`src/hw/rtl/noise_voice_mixer_core_assert.svh`:
```
// assertion macros for the noise voice mixer
`ifndef NOISE_VOICE_MIXER_CORE_ASSERT_SVH
`define NOISE_VOICE_MIXER_CORE_ASSERT_SVH
`ifndef NO_ASSERTIONS
`define NVM_ASSERT_IMPLY(lbl, clk, rst_n, ante, cons) \
	lbl: assert property (@(posedge clk) disable iff (!rst_n) (ante) |-> (cons)) \
		else $error("nvm assertion failed");
`define NVM_ASSERT_NEXT(lbl, clk, rst_n, ante, cons) \
	lbl: assert property (@(posedge clk) disable iff (!rst_n) (ante) |=> (cons)) \
		else $error("nvm assertion failed");
`else
`define NVM_ASSERT_IMPLY(lbl, clk, rst_n, ante, cons)
`define NVM_ASSERT_NEXT(lbl, clk, rst_n, ante, cons)
`endif
`endif

```
`src/hw/rtl/nvm_pkg.sv`:
```
// shared types and constants of the noise voice mixer
`timescale 1ns / 1ps
package nvm_pkg;

	typedef struct packed {
		logic               cmd;
		logic [14:0]        power;
		logic signed [15:0] power_step;
		logic signed [15:0] period_step;
		logic [15:0]        duration_ms;
		logic [15:0]        start_period;
	} item_t;

	typedef struct packed {
		logic [15:0] sample;
		logic [1:0]  voice;
		logic        started;
	} result_t;

	typedef struct packed {
		logic busy;
		logic done;
	} rem_stat_t;

	localparam logic CMD_TICK = 1'b0;
	localparam logic CMD_PLAY = 1'b1;

	localparam logic [1:0] CFG_ENVELOPE = 2'd0;
	localparam logic [1:0] CFG_SPM      = 2'd1;
	localparam logic [1:0] CFG_SEED     = 2'd2;

	localparam logic [15:0] ENV_RESET  = 16'd735;
	localparam logic [7:0]  SPM_RESET  = 8'd22;
	localparam logic [15:0] SEED_RESET = 16'd1;
	localparam logic [15:0] LFSR_TAPS  = 16'hB400;
	localparam logic [15:0] MIX_OFFSET = 16'h7FFF;
	localparam logic [4:0]  REM_STEPS  = 5'd16;

endpackage

```
`src/hw/rtl/noise_voice_mixer_core.sv`:
```
// Noise voice mixer: a bank of noise voices summed into one offset-binary sample.
// Input channel item/item_valid/item_stall carries one item per transaction:
// cmd tick advances all active voices and returns the mixed sample, cmd play
// starts the lowest idle voice and returns its index and a started flag.
// Output channel result/result_valid/result_stall gives exactly one result per item.
// A play item passes through ST_PLAY and ST_DONE to the output register.
// A tick walks the voices one per cycle in ST_VOICE; a voice whose noise period
// expires holds the walk in ST_DRAW while it runs the shared 16-step remainder
// unit, and the tick then passes through ST_FIN and ST_DONE.
// One item is in work at a time: item_stall is high from acceptance until the
// result is handed to the output register, and the next item can be accepted
// in the cycle after that.
// The output register lets the next item be accepted while the previous result
// is still stalled; a finished result waits in the sequencer only while the
// output register is still full and stalled.
// Configuration writes on cfg_we/cfg_index/cfg_data take effect at once and are
// meant for idle periods; writing the seed also reloads the noise register.
// Reset clears all voices, sets envelope_interval 735, samples_per_ms 22 and
// the noise register to 1; no result is pending after reset.
`timescale 1ns / 1ps
`include "noise_voice_mixer_core_assert.svh"
module noise_voice_mixer_core #(
	parameter int VOICES = 4
) (
	input  logic             clk,
	input  logic             arst_n,
	input  logic             item_valid,
	output logic             item_stall,
	input  nvm_pkg::item_t   item,
	output logic             result_valid,
	input  logic             result_stall,
	output nvm_pkg::result_t result,
	input  logic             cfg_we,
	input  logic [1:0]       cfg_index,
	input  logic [15:0]      cfg_data
);

	localparam int VIDX_W = (VOICES > 1) ? $clog2(VOICES) : 1;
	localparam logic [VIDX_W-1:0] LAST_VOICE = VIDX_W'(VOICES - 1);

	localparam logic [2:0] ST_IDLE  = 3'd0;
	localparam logic [2:0] ST_PLAY  = 3'd1;
	localparam logic [2:0] ST_VOICE = 3'd2;
	localparam logic [2:0] ST_DRAW  = 3'd3;
	localparam logic [2:0] ST_FIN   = 3'd4;
	localparam logic [2:0] ST_DONE  = 3'd5;

	logic [2:0]        state_q;
	logic [VIDX_W-1:0] vidx_q;
	logic [15:0]       mix_q;
	nvm_pkg::item_t    item_q;
	nvm_pkg::result_t  pend_q;
	nvm_pkg::result_t  result_q;
	logic              result_valid_q;
	logic [15:0]       env_int_q;
	logic [7:0]        spm_q;
	logic [15:0]       half_q;

	logic [VOICES-1:0] active_q;
	logic [15:0]       level_q   [VOICES];
	logic [15:0]       power_q   [VOICES];
	logic [15:0]       pstep_q   [VOICES];
	logic [15:0]       period_q  [VOICES];
	logic [15:0]       perstep_q [VOICES];
	logic [15:0]       pcount_q  [VOICES];
	logic [15:0]       ecount_q  [VOICES];
	logic [31:0]       left_q    [VOICES];

	logic              accept;
	logic              out_load;
	logic              free_found;
	logic [VIDX_W-1:0] free_idx;
	logic [VIDX_W+1:0] free_wide;
	logic [23:0]       dur_prod;

	logic [31:0] left_dec;
	logic [15:0] pcount_dec;
	logic [15:0] ecount_dec;
	logic        do_draw;
	logic        do_env;
	logic [15:0] power_cur;
	logic [15:0] power_new;
	logic [15:0] period_new;
	logic        still_active;
	logic [15:0] mag;
	logic [15:0] half_tmp;
	logic [15:0] half_c;
	logic        voice_draw;
	logic [15:0] new_level;

	logic               seed_load;
	logic [15:0]        lfsr_next;
	nvm_pkg::rem_stat_t rem_stat;
	logic [15:0]        rem_result;

	assign accept       = item_valid && !item_stall;
	assign item_stall   = (state_q != ST_IDLE);
	assign result_valid = result_valid_q;
	assign result       = result_q;
	assign out_load     = (state_q == ST_DONE) && (!result_valid_q || !result_stall);
	assign seed_load    = cfg_we && (cfg_index == nvm_pkg::CFG_SEED);

	// lowest idle voice
	always_comb begin
		free_found = 1'b0;
		free_idx   = '0;
		for (int i = VOICES - 1; i >= 0; i--) begin
			if (!active_q[i]) begin
				free_found = 1'b1;
				free_idx   = VIDX_W'(i);
			end
		end
	end

	assign free_wide = {2'b00, free_idx};
	assign dur_prod  = 24'(item_q.duration_ms) * 24'(spm_q);

	// per-voice update for the voice under the walk pointer
	assign power_cur    = power_q[vidx_q];
	assign left_dec     = left_q[vidx_q] - 32'd1;
	assign pcount_dec   = pcount_q[vidx_q] - 16'd1;
	assign ecount_dec   = ecount_q[vidx_q] - 16'd1;
	assign do_draw      = (pcount_dec == 16'd0);
	assign do_env       = (ecount_dec == 16'd0);
	assign power_new    = power_cur + pstep_q[vidx_q];
	assign period_new   = period_q[vidx_q] + perstep_q[vidx_q];
	assign still_active = (left_dec != 32'd0) && !(do_env && power_new[15]);
	assign mag          = power_cur[15] ? (16'd0 - power_cur) : power_cur;
	// halve toward zero
	assign half_tmp     = power_cur + {15'd0, power_cur[15]};
	assign half_c       = {half_tmp[15], half_tmp[15:1]};
	assign voice_draw   = (state_q == ST_VOICE) && active_q[vidx_q] && do_draw;
	assign new_level    = rem_result - half_q;

	nvm_lfsr u_lfsr (
		.clk    (clk),
		.arst_n (arst_n),
		.load   (seed_load),
		.seed   (cfg_data),
		.step   (voice_draw),
		.next   (lfsr_next)
	);

	nvm_rem u_rem (
		.clk      (clk),
		.arst_n   (arst_n),
		.start    (voice_draw),
		.dividend (lfsr_next),
		.divisor  (mag),
		.stat     (rem_stat),
		.result   (rem_result)
	);

	// sequencer, config registers and reset-cleared voice state
	always_ff @(posedge clk or negedge arst_n) begin
		if (!arst_n) begin
			state_q        <= ST_IDLE;
			vidx_q         <= '0;
			result_valid_q <= 1'b0;
			env_int_q      <= nvm_pkg::ENV_RESET;
			spm_q          <= nvm_pkg::SPM_RESET;
			active_q       <= '0;
			for (int i = 0; i < VOICES; i++) begin
				level_q[i] <= 16'd0;
			end
		end else begin
			if (cfg_we && cfg_index == nvm_pkg::CFG_ENVELOPE) begin
				env_int_q <= cfg_data;
			end
			if (cfg_we && cfg_index == nvm_pkg::CFG_SPM) begin
				spm_q <= cfg_data[7:0];
			end
			if (out_load) begin
				result_valid_q <= 1'b1;
			end else if (result_valid_q && !result_stall) begin
				result_valid_q <= 1'b0;
			end
			case (state_q)
				ST_IDLE: begin
					if (accept) begin
						vidx_q  <= '0;
						state_q <= (item.cmd == nvm_pkg::CMD_PLAY) ? ST_PLAY : ST_VOICE;
					end
				end
				ST_PLAY: begin
					if (free_found) begin
						active_q[free_idx] <= 1'b1;
					end
					state_q <= ST_DONE;
				end
				ST_VOICE: begin
					if (active_q[vidx_q]) begin
						active_q[vidx_q] <= still_active;
					end
					if (voice_draw) begin
						state_q <= ST_DRAW;
					end else if (vidx_q == LAST_VOICE) begin
						state_q <= ST_FIN;
					end else begin
						vidx_q <= vidx_q + VIDX_W'(1);
					end
				end
				ST_DRAW: begin
					if (rem_stat.done) begin
						level_q[vidx_q] <= new_level;
						if (vidx_q == LAST_VOICE) begin
							state_q <= ST_FIN;
						end else begin
							vidx_q  <= vidx_q + VIDX_W'(1);
							state_q <= ST_VOICE;
						end
					end
				end
				ST_FIN: begin
					state_q <= ST_DONE;
				end
				ST_DONE: begin
					if (out_load) begin
						state_q <= ST_IDLE;
					end
				end
				default: begin
					state_q <= ST_IDLE;
				end
			endcase
		end
	end

	// voice payload, mix accumulator and pending result
	always_ff @(posedge clk) begin
		if (accept) begin
			item_q <= item;
			mix_q  <= 16'd0;
		end
		if (out_load) begin
			result_q <= pend_q;
		end
		case (state_q)
			ST_PLAY: begin
				if (free_found) begin
					power_q[free_idx]   <= {1'b0, item_q.power};
					pstep_q[free_idx]   <= item_q.power_step;
					perstep_q[free_idx] <= item_q.period_step;
					period_q[free_idx]  <= item_q.start_period;
					pcount_q[free_idx]  <= item_q.start_period;
					ecount_q[free_idx]  <= env_int_q;
					left_q[free_idx]    <= {8'd0, dur_prod};
				end
				pend_q.sample  <= 16'd0;
				pend_q.voice   <= free_found ? free_wide[1:0] : 2'd0;
				pend_q.started <= free_found;
			end
			ST_VOICE: begin
				if (active_q[vidx_q]) begin
					left_q[vidx_q]   <= left_dec;
					half_q           <= half_c;
					// reload uses the period from before this tick's sweep
					pcount_q[vidx_q] <= do_draw ? period_q[vidx_q] : pcount_dec;
					ecount_q[vidx_q] <= do_env ? env_int_q : ecount_dec;
					if (do_env) begin
						power_q[vidx_q]  <= power_new;
						period_q[vidx_q] <= period_new;
					end
					if (!do_draw) begin
						mix_q <= mix_q + level_q[vidx_q];
					end
				end
			end
			ST_DRAW: begin
				if (rem_stat.done) begin
					mix_q <= mix_q + new_level;
				end
			end
			ST_FIN: begin
				pend_q.sample  <= mix_q + nvm_pkg::MIX_OFFSET;
				pend_q.voice   <= 2'd0;
				pend_q.started <= 1'b0;
			end
			default: begin
			end
		endcase
	end

	`NVM_ASSERT_IMPLY(a_rem_in_draw, clk, arst_n, rem_stat.busy || rem_stat.done, state_q == ST_DRAW)
	`NVM_ASSERT_NEXT(a_play_marks_voice, clk, arst_n, state_q == ST_PLAY && free_found, active_q[$past(free_idx)])
	`NVM_ASSERT_IMPLY(a_walk_in_range, clk, arst_n, state_q == ST_VOICE || state_q == ST_DRAW, vidx_q <= LAST_VOICE)
	`NVM_ASSERT_IMPLY(a_idle_no_draw, clk, arst_n, state_q == ST_IDLE, !rem_stat.busy)

endmodule

```
`src/hw/rtl/nvm_lfsr.sv`:
```
// shared galois noise shift register with seed load
`timescale 1ns / 1ps
module nvm_lfsr (
	input  logic        clk,
	input  logic        arst_n,
	input  logic        load,
	input  logic [15:0] seed,
	input  logic        step,
	output logic [15:0] next
);

	logic [15:0] lfsr_q;

	assign next = lfsr_q[0] ? ({1'b0, lfsr_q[15:1]} ^ nvm_pkg::LFSR_TAPS)
	                        : {1'b0, lfsr_q[15:1]};

	always_ff @(posedge clk or negedge arst_n) begin
		if (!arst_n) begin
			lfsr_q <= nvm_pkg::SEED_RESET;
		end else if (load) begin
			// an all-zero state would lock up
			lfsr_q <= (seed == 16'd0) ? 16'd1 : seed;
		end else if (step) begin
			lfsr_q <= next;
		end
	end

endmodule

```
`src/hw/rtl/nvm_rem.sv`:
```
// iterative restoring remainder unit, one quotient bit per cycle
`timescale 1ns / 1ps
module nvm_rem (
	input  logic               clk,
	input  logic               arst_n,
	input  logic               start,
	input  logic [15:0]        dividend,
	input  logic [15:0]        divisor,
	output nvm_pkg::rem_stat_t stat,
	output logic [15:0]        result
);

	logic [15:0] dvd_q;
	logic [15:0] dvs_q;
	logic [15:0] rem_q;
	logic [4:0]  cnt_q;
	logic        busy_q;
	logic        done_q;
	logic [16:0] trial;
	logic [16:0] diff;
	logic        fits;

	assign trial = {rem_q, dvd_q[15]};
	assign diff  = trial - {1'b0, dvs_q};
	assign fits  = trial >= {1'b0, dvs_q};

	assign stat.busy = busy_q;
	assign stat.done = done_q;
	// mod by zero gives zero
	assign result = (dvs_q == 16'd0) ? 16'd0 : rem_q;

	always_ff @(posedge clk or negedge arst_n) begin
		if (!arst_n) begin
			busy_q <= 1'b0;
			done_q <= 1'b0;
			cnt_q  <= 5'd0;
		end else begin
			done_q <= 1'b0;
			if (start) begin
				busy_q <= 1'b1;
				cnt_q  <= nvm_pkg::REM_STEPS;
			end else if (busy_q) begin
				cnt_q <= cnt_q - 5'd1;
				if (cnt_q == 5'd1) begin
					busy_q <= 1'b0;
					done_q <= 1'b1;
				end
			end
		end
	end

	always_ff @(posedge clk) begin
		if (start) begin
			dvd_q <= dividend;
			dvs_q <= divisor;
			rem_q <= 16'd0;
		end else if (busy_q) begin
			dvd_q <= {dvd_q[14:0], 1'b0};
			// remainder stays below the divisor, so 16 bits hold it
			rem_q <= fits ? diff[15:0] : trial[15:0];
		end
	end

endmodule

```
`config.mk`:
```
export PLATFORM = sky130hd
export DESIGN_NAME = noise_voice_mixer_core
export DESIGN_NICKNAME = d
export VERILOG_FILES = /design/src/hw/rtl/nvm_pkg.sv /design/src/hw/rtl/noise_voice_mixer_core.sv /design/src/hw/rtl/nvm_lfsr.sv /design/src/hw/rtl/nvm_rem.sv
export VERILOG_INCLUDE_DIRS = /design/src /design/src/hw/rtl
export SDC_FILE = /design/constraint.sdc
export NUM_CORES = 2
export LEC_CHECK = 0
export BUFFER_PORTS_ARGS = -buffer_cell sky130_fd_sc_hd__buf_2
export CORE_MARGIN = 1.5
export CORE_UTILIZATION = 30
export CTS_CLUSTER_DIAMETER = 200
export DETAILED_ROUTE_END_ITERATION = 8
export GPL_ROUTABILITY_DRIVEN = 1
export HOLD_SLACK_MARGIN = 0.1
export PLACE_DENSITY_LB_ADDON = 0.15
export SLEW_MARGIN = 15
export SYNTH_ARGS = -nofsm -noshare
export SYNTH_HDL_FRONTEND = slang
export SYNTH_HIERARCHICAL = 1
export SYNTH_SLANG_ARGS = --single-unit
```
`constraint.sdc`:
```
create_clock -name clk -period 15.1 [get_ports clk]
set_input_delay 4.53 -clock clk [delete_from_list [all_inputs] [get_ports clk]]
set_output_delay 4.53 -clock clk [all_outputs]
set_load 0.1 [all_outputs]
```
==> results_dict.tcl <==
set metrics [dict create \
    outcome "complete, no violations" \
    grt_use_total 0.146 \
    clockRootBuffer "clkbuf_16" \
    hold_viol 0 \
    die_x_um 379 \
    dp.cells 5017 \
    vias_per_cell 4.77 \
    layoutNonFillerInstCount 5199 \
    critPathLaunchType "flop" \
    crit_type "flop to primary output" \
    wl_mm 103 \
    firstDrtPassIters 5 \
    setup_ws_ns 8.42 \
    dpl_cell_area_um2 45000 \
    slowest_delay_ns 0.66 \
    num_vias 24800 \
    fin_setup_tns_ns 0 \
    grt_pass1_wl_mm 160 \
    gp_congestion 0.777 \
    htreeDepth 3 \
    place_ws_ns 8.62 \
    grt_start_max_net_pins 64 \
    holdWs_ns 0.424 \
    p_total_mw 9.64 \
    ios 124 \
    wire_per_inst_um 19.8 \
    clock_power_share 0.244 \
    numPortBuffers 123 \
    drive_above_1_share 0.183 \
    irDropWorstVdd_v 0.000125 \
    slowest_stage "dfrtp_1" \
    initial_utilization 0.303 \
    path_cells "nor3_1 -> inv_1 -> buf_2" \
    rows 137 \
    p_int_mw 6.02 \
    finish.utilization 0.345 \
    max_freq_ghz 0.150 \
    finalSetupViolCount 0 \
    cts_tree "yes" \
    postCtsHoldBufs 0 \
    synth_nets 3444 \
    yosys_warnings 6 \
    pwr-share-seq 0.348 \
    n_antenna_cell 0 \
    antenna_found_initial 1 \
    grt_pass1_vias 26000 \
    final_max_slew_viol_count 0 \
    critPathArrivalTime_ns 2.15 \
    worstSetupEndpointType "primary output" \
    synthToLayoutAreaGrowth_pct 13.9 \
    worst_slew_pin_slew_ns 1.14 \
    p_leak_nw 17.9 \
    nets 3583 \
    postCtsResizedCells 0 \
    drt-initial-drc-count 1638 \
    power_density_nw_per_um2 200 \
    maxCapViolCount 0 \
    syn_avg_cell_area_um2 13.7 \
    pwr-share-comb 0.408 \
    swShare 0.376 \
    period_share 0.442 \
    cts_buffers 97 \
    die_h_um 379 \
    die-area_um2 143000 \
    critPathMaxFanout 18 \
    p_sw_mw 3.63 \
    fillers 13600 \
    max_slew_margin 0.237 \
    dpl.hpwl_mm 69.8 \
    syn_area_um2 42300 \
    skew_ns 0.0943 \
    core_area_um2 140000 \
    clockBufferDepth 3 \
    cts_setup_buffers 0 \
    grt_overflow 0 \
    cp.required_ns 10.57 \
    hp-class "flop to flop" \
    period_needed_ns 6.68 \
    final_area_um2 48200 \
    cts_sinks 829 \
    syn_inst 3101 \
    grt_setup_unrepaired "false" \
    postRouteAntennaNets 0 \
    clk-insertion-delay-late_ns 0.73 \
    drc_errors 0 \
    clk_transition_reported_paths_ns 0.06 \
]
## worst max-delay path, delay by kind of cell (launching register included)
family	cells	cell delay [ns]
DFF	1	0.66
and+or+nand+nor	1	0.15
buffers and inverters	2	0.64
## cell usage in the layout, fill, tap and decap left out, drive strengths merged, types with 30 or more instances in the layout
cell type and count:
and2 132, a21oi 112, nor2 158, edfxtp 676, a21o 38, o21ai 155, mux2i 30, nand3 33
buf 155, xnor2 117, dfxtp 32, fa 90, clkinv 37, ha 150, mux4 146, nor3 56
xor2 78, nand2 240, dfrtp 109, inv 196, clkbuf 124, mux2 95
## power by group through the flow
stage / Combinational [mW] / Sequential, mW / Clock, mW
after floorplan: 2.91 / 3.42 / 0
after global placement: 4.03 / 3.41 / 0
after detailed placement: 4.01 / 3.41 / 0
after CTS: 4.03 / 3.37 / 2.43
after global routing: 4.47 / 3.39 / 2.51
final: 3.93 / 3.36 / 2.35
## final timing paths
check | endpoint | slack, ns | startpoint | cells past startpoint
worst min-delay path | result[14] | 0.42 | pend_q[14] | 0
worst max register to register | period_q[0][14] | 8.86 | vidx_q[0] | 16
min in group asynchronous | u_lfsr/lfsr_q[10] | 3.72 | arst_n | 1
worst min register to register | result[14] | 0.42 | pend_q[14] | 0
max in group asynchronous | level_q[12] | 9.59 | arst_n | 3
worst max-delay path | item_stall | 8.42 | state_q[0] | 3
## sequential cells by signal (all words and copies together) (netlist names), 8 cells and up
register       count
result            19
u_rem/dvs_q       16
u_rem/dvd_q       16
period_q          64
u_lfsr/lfsr_q     16
pstep_q           64
left_q           128
mix_q             16
ecount_q          64
power_q           64
level_q           64
pcount_q          64
spm_q              8
u_rem/rem_q       16
env_int_q         16
pend_q            19
half_q            15
item_q            79
perstep_q         64
## layer usage
layer	up-vias	track usage	routed length (µm)
met3	129	0.0204	3290
li1	11700	-	-
met4	0	0.0371	1910
met1	12600	0.209	50400
met2	338	0.232	47500
met5	-	0	0
## cell type report
| type | count | area, µm² | area share |
|---|---|---|---|
| well taps | 1876 | 2350 | 0.0487 |
| inverters | 191 | 719 | 0.0149 |
| repair buffers | 155 | 858 | 0.0178 |
| flip-flops and latches | 829 | 24000 | 0.498 |
| multi-input cells | 1966 | 17100 | 0.355 |
| clock inverters | 58 | 657 | 0.0136 |
| clock buffers | 124 | 2540 | 0.0527 |
Note: power is estimated with default switching activity, not from simulation.
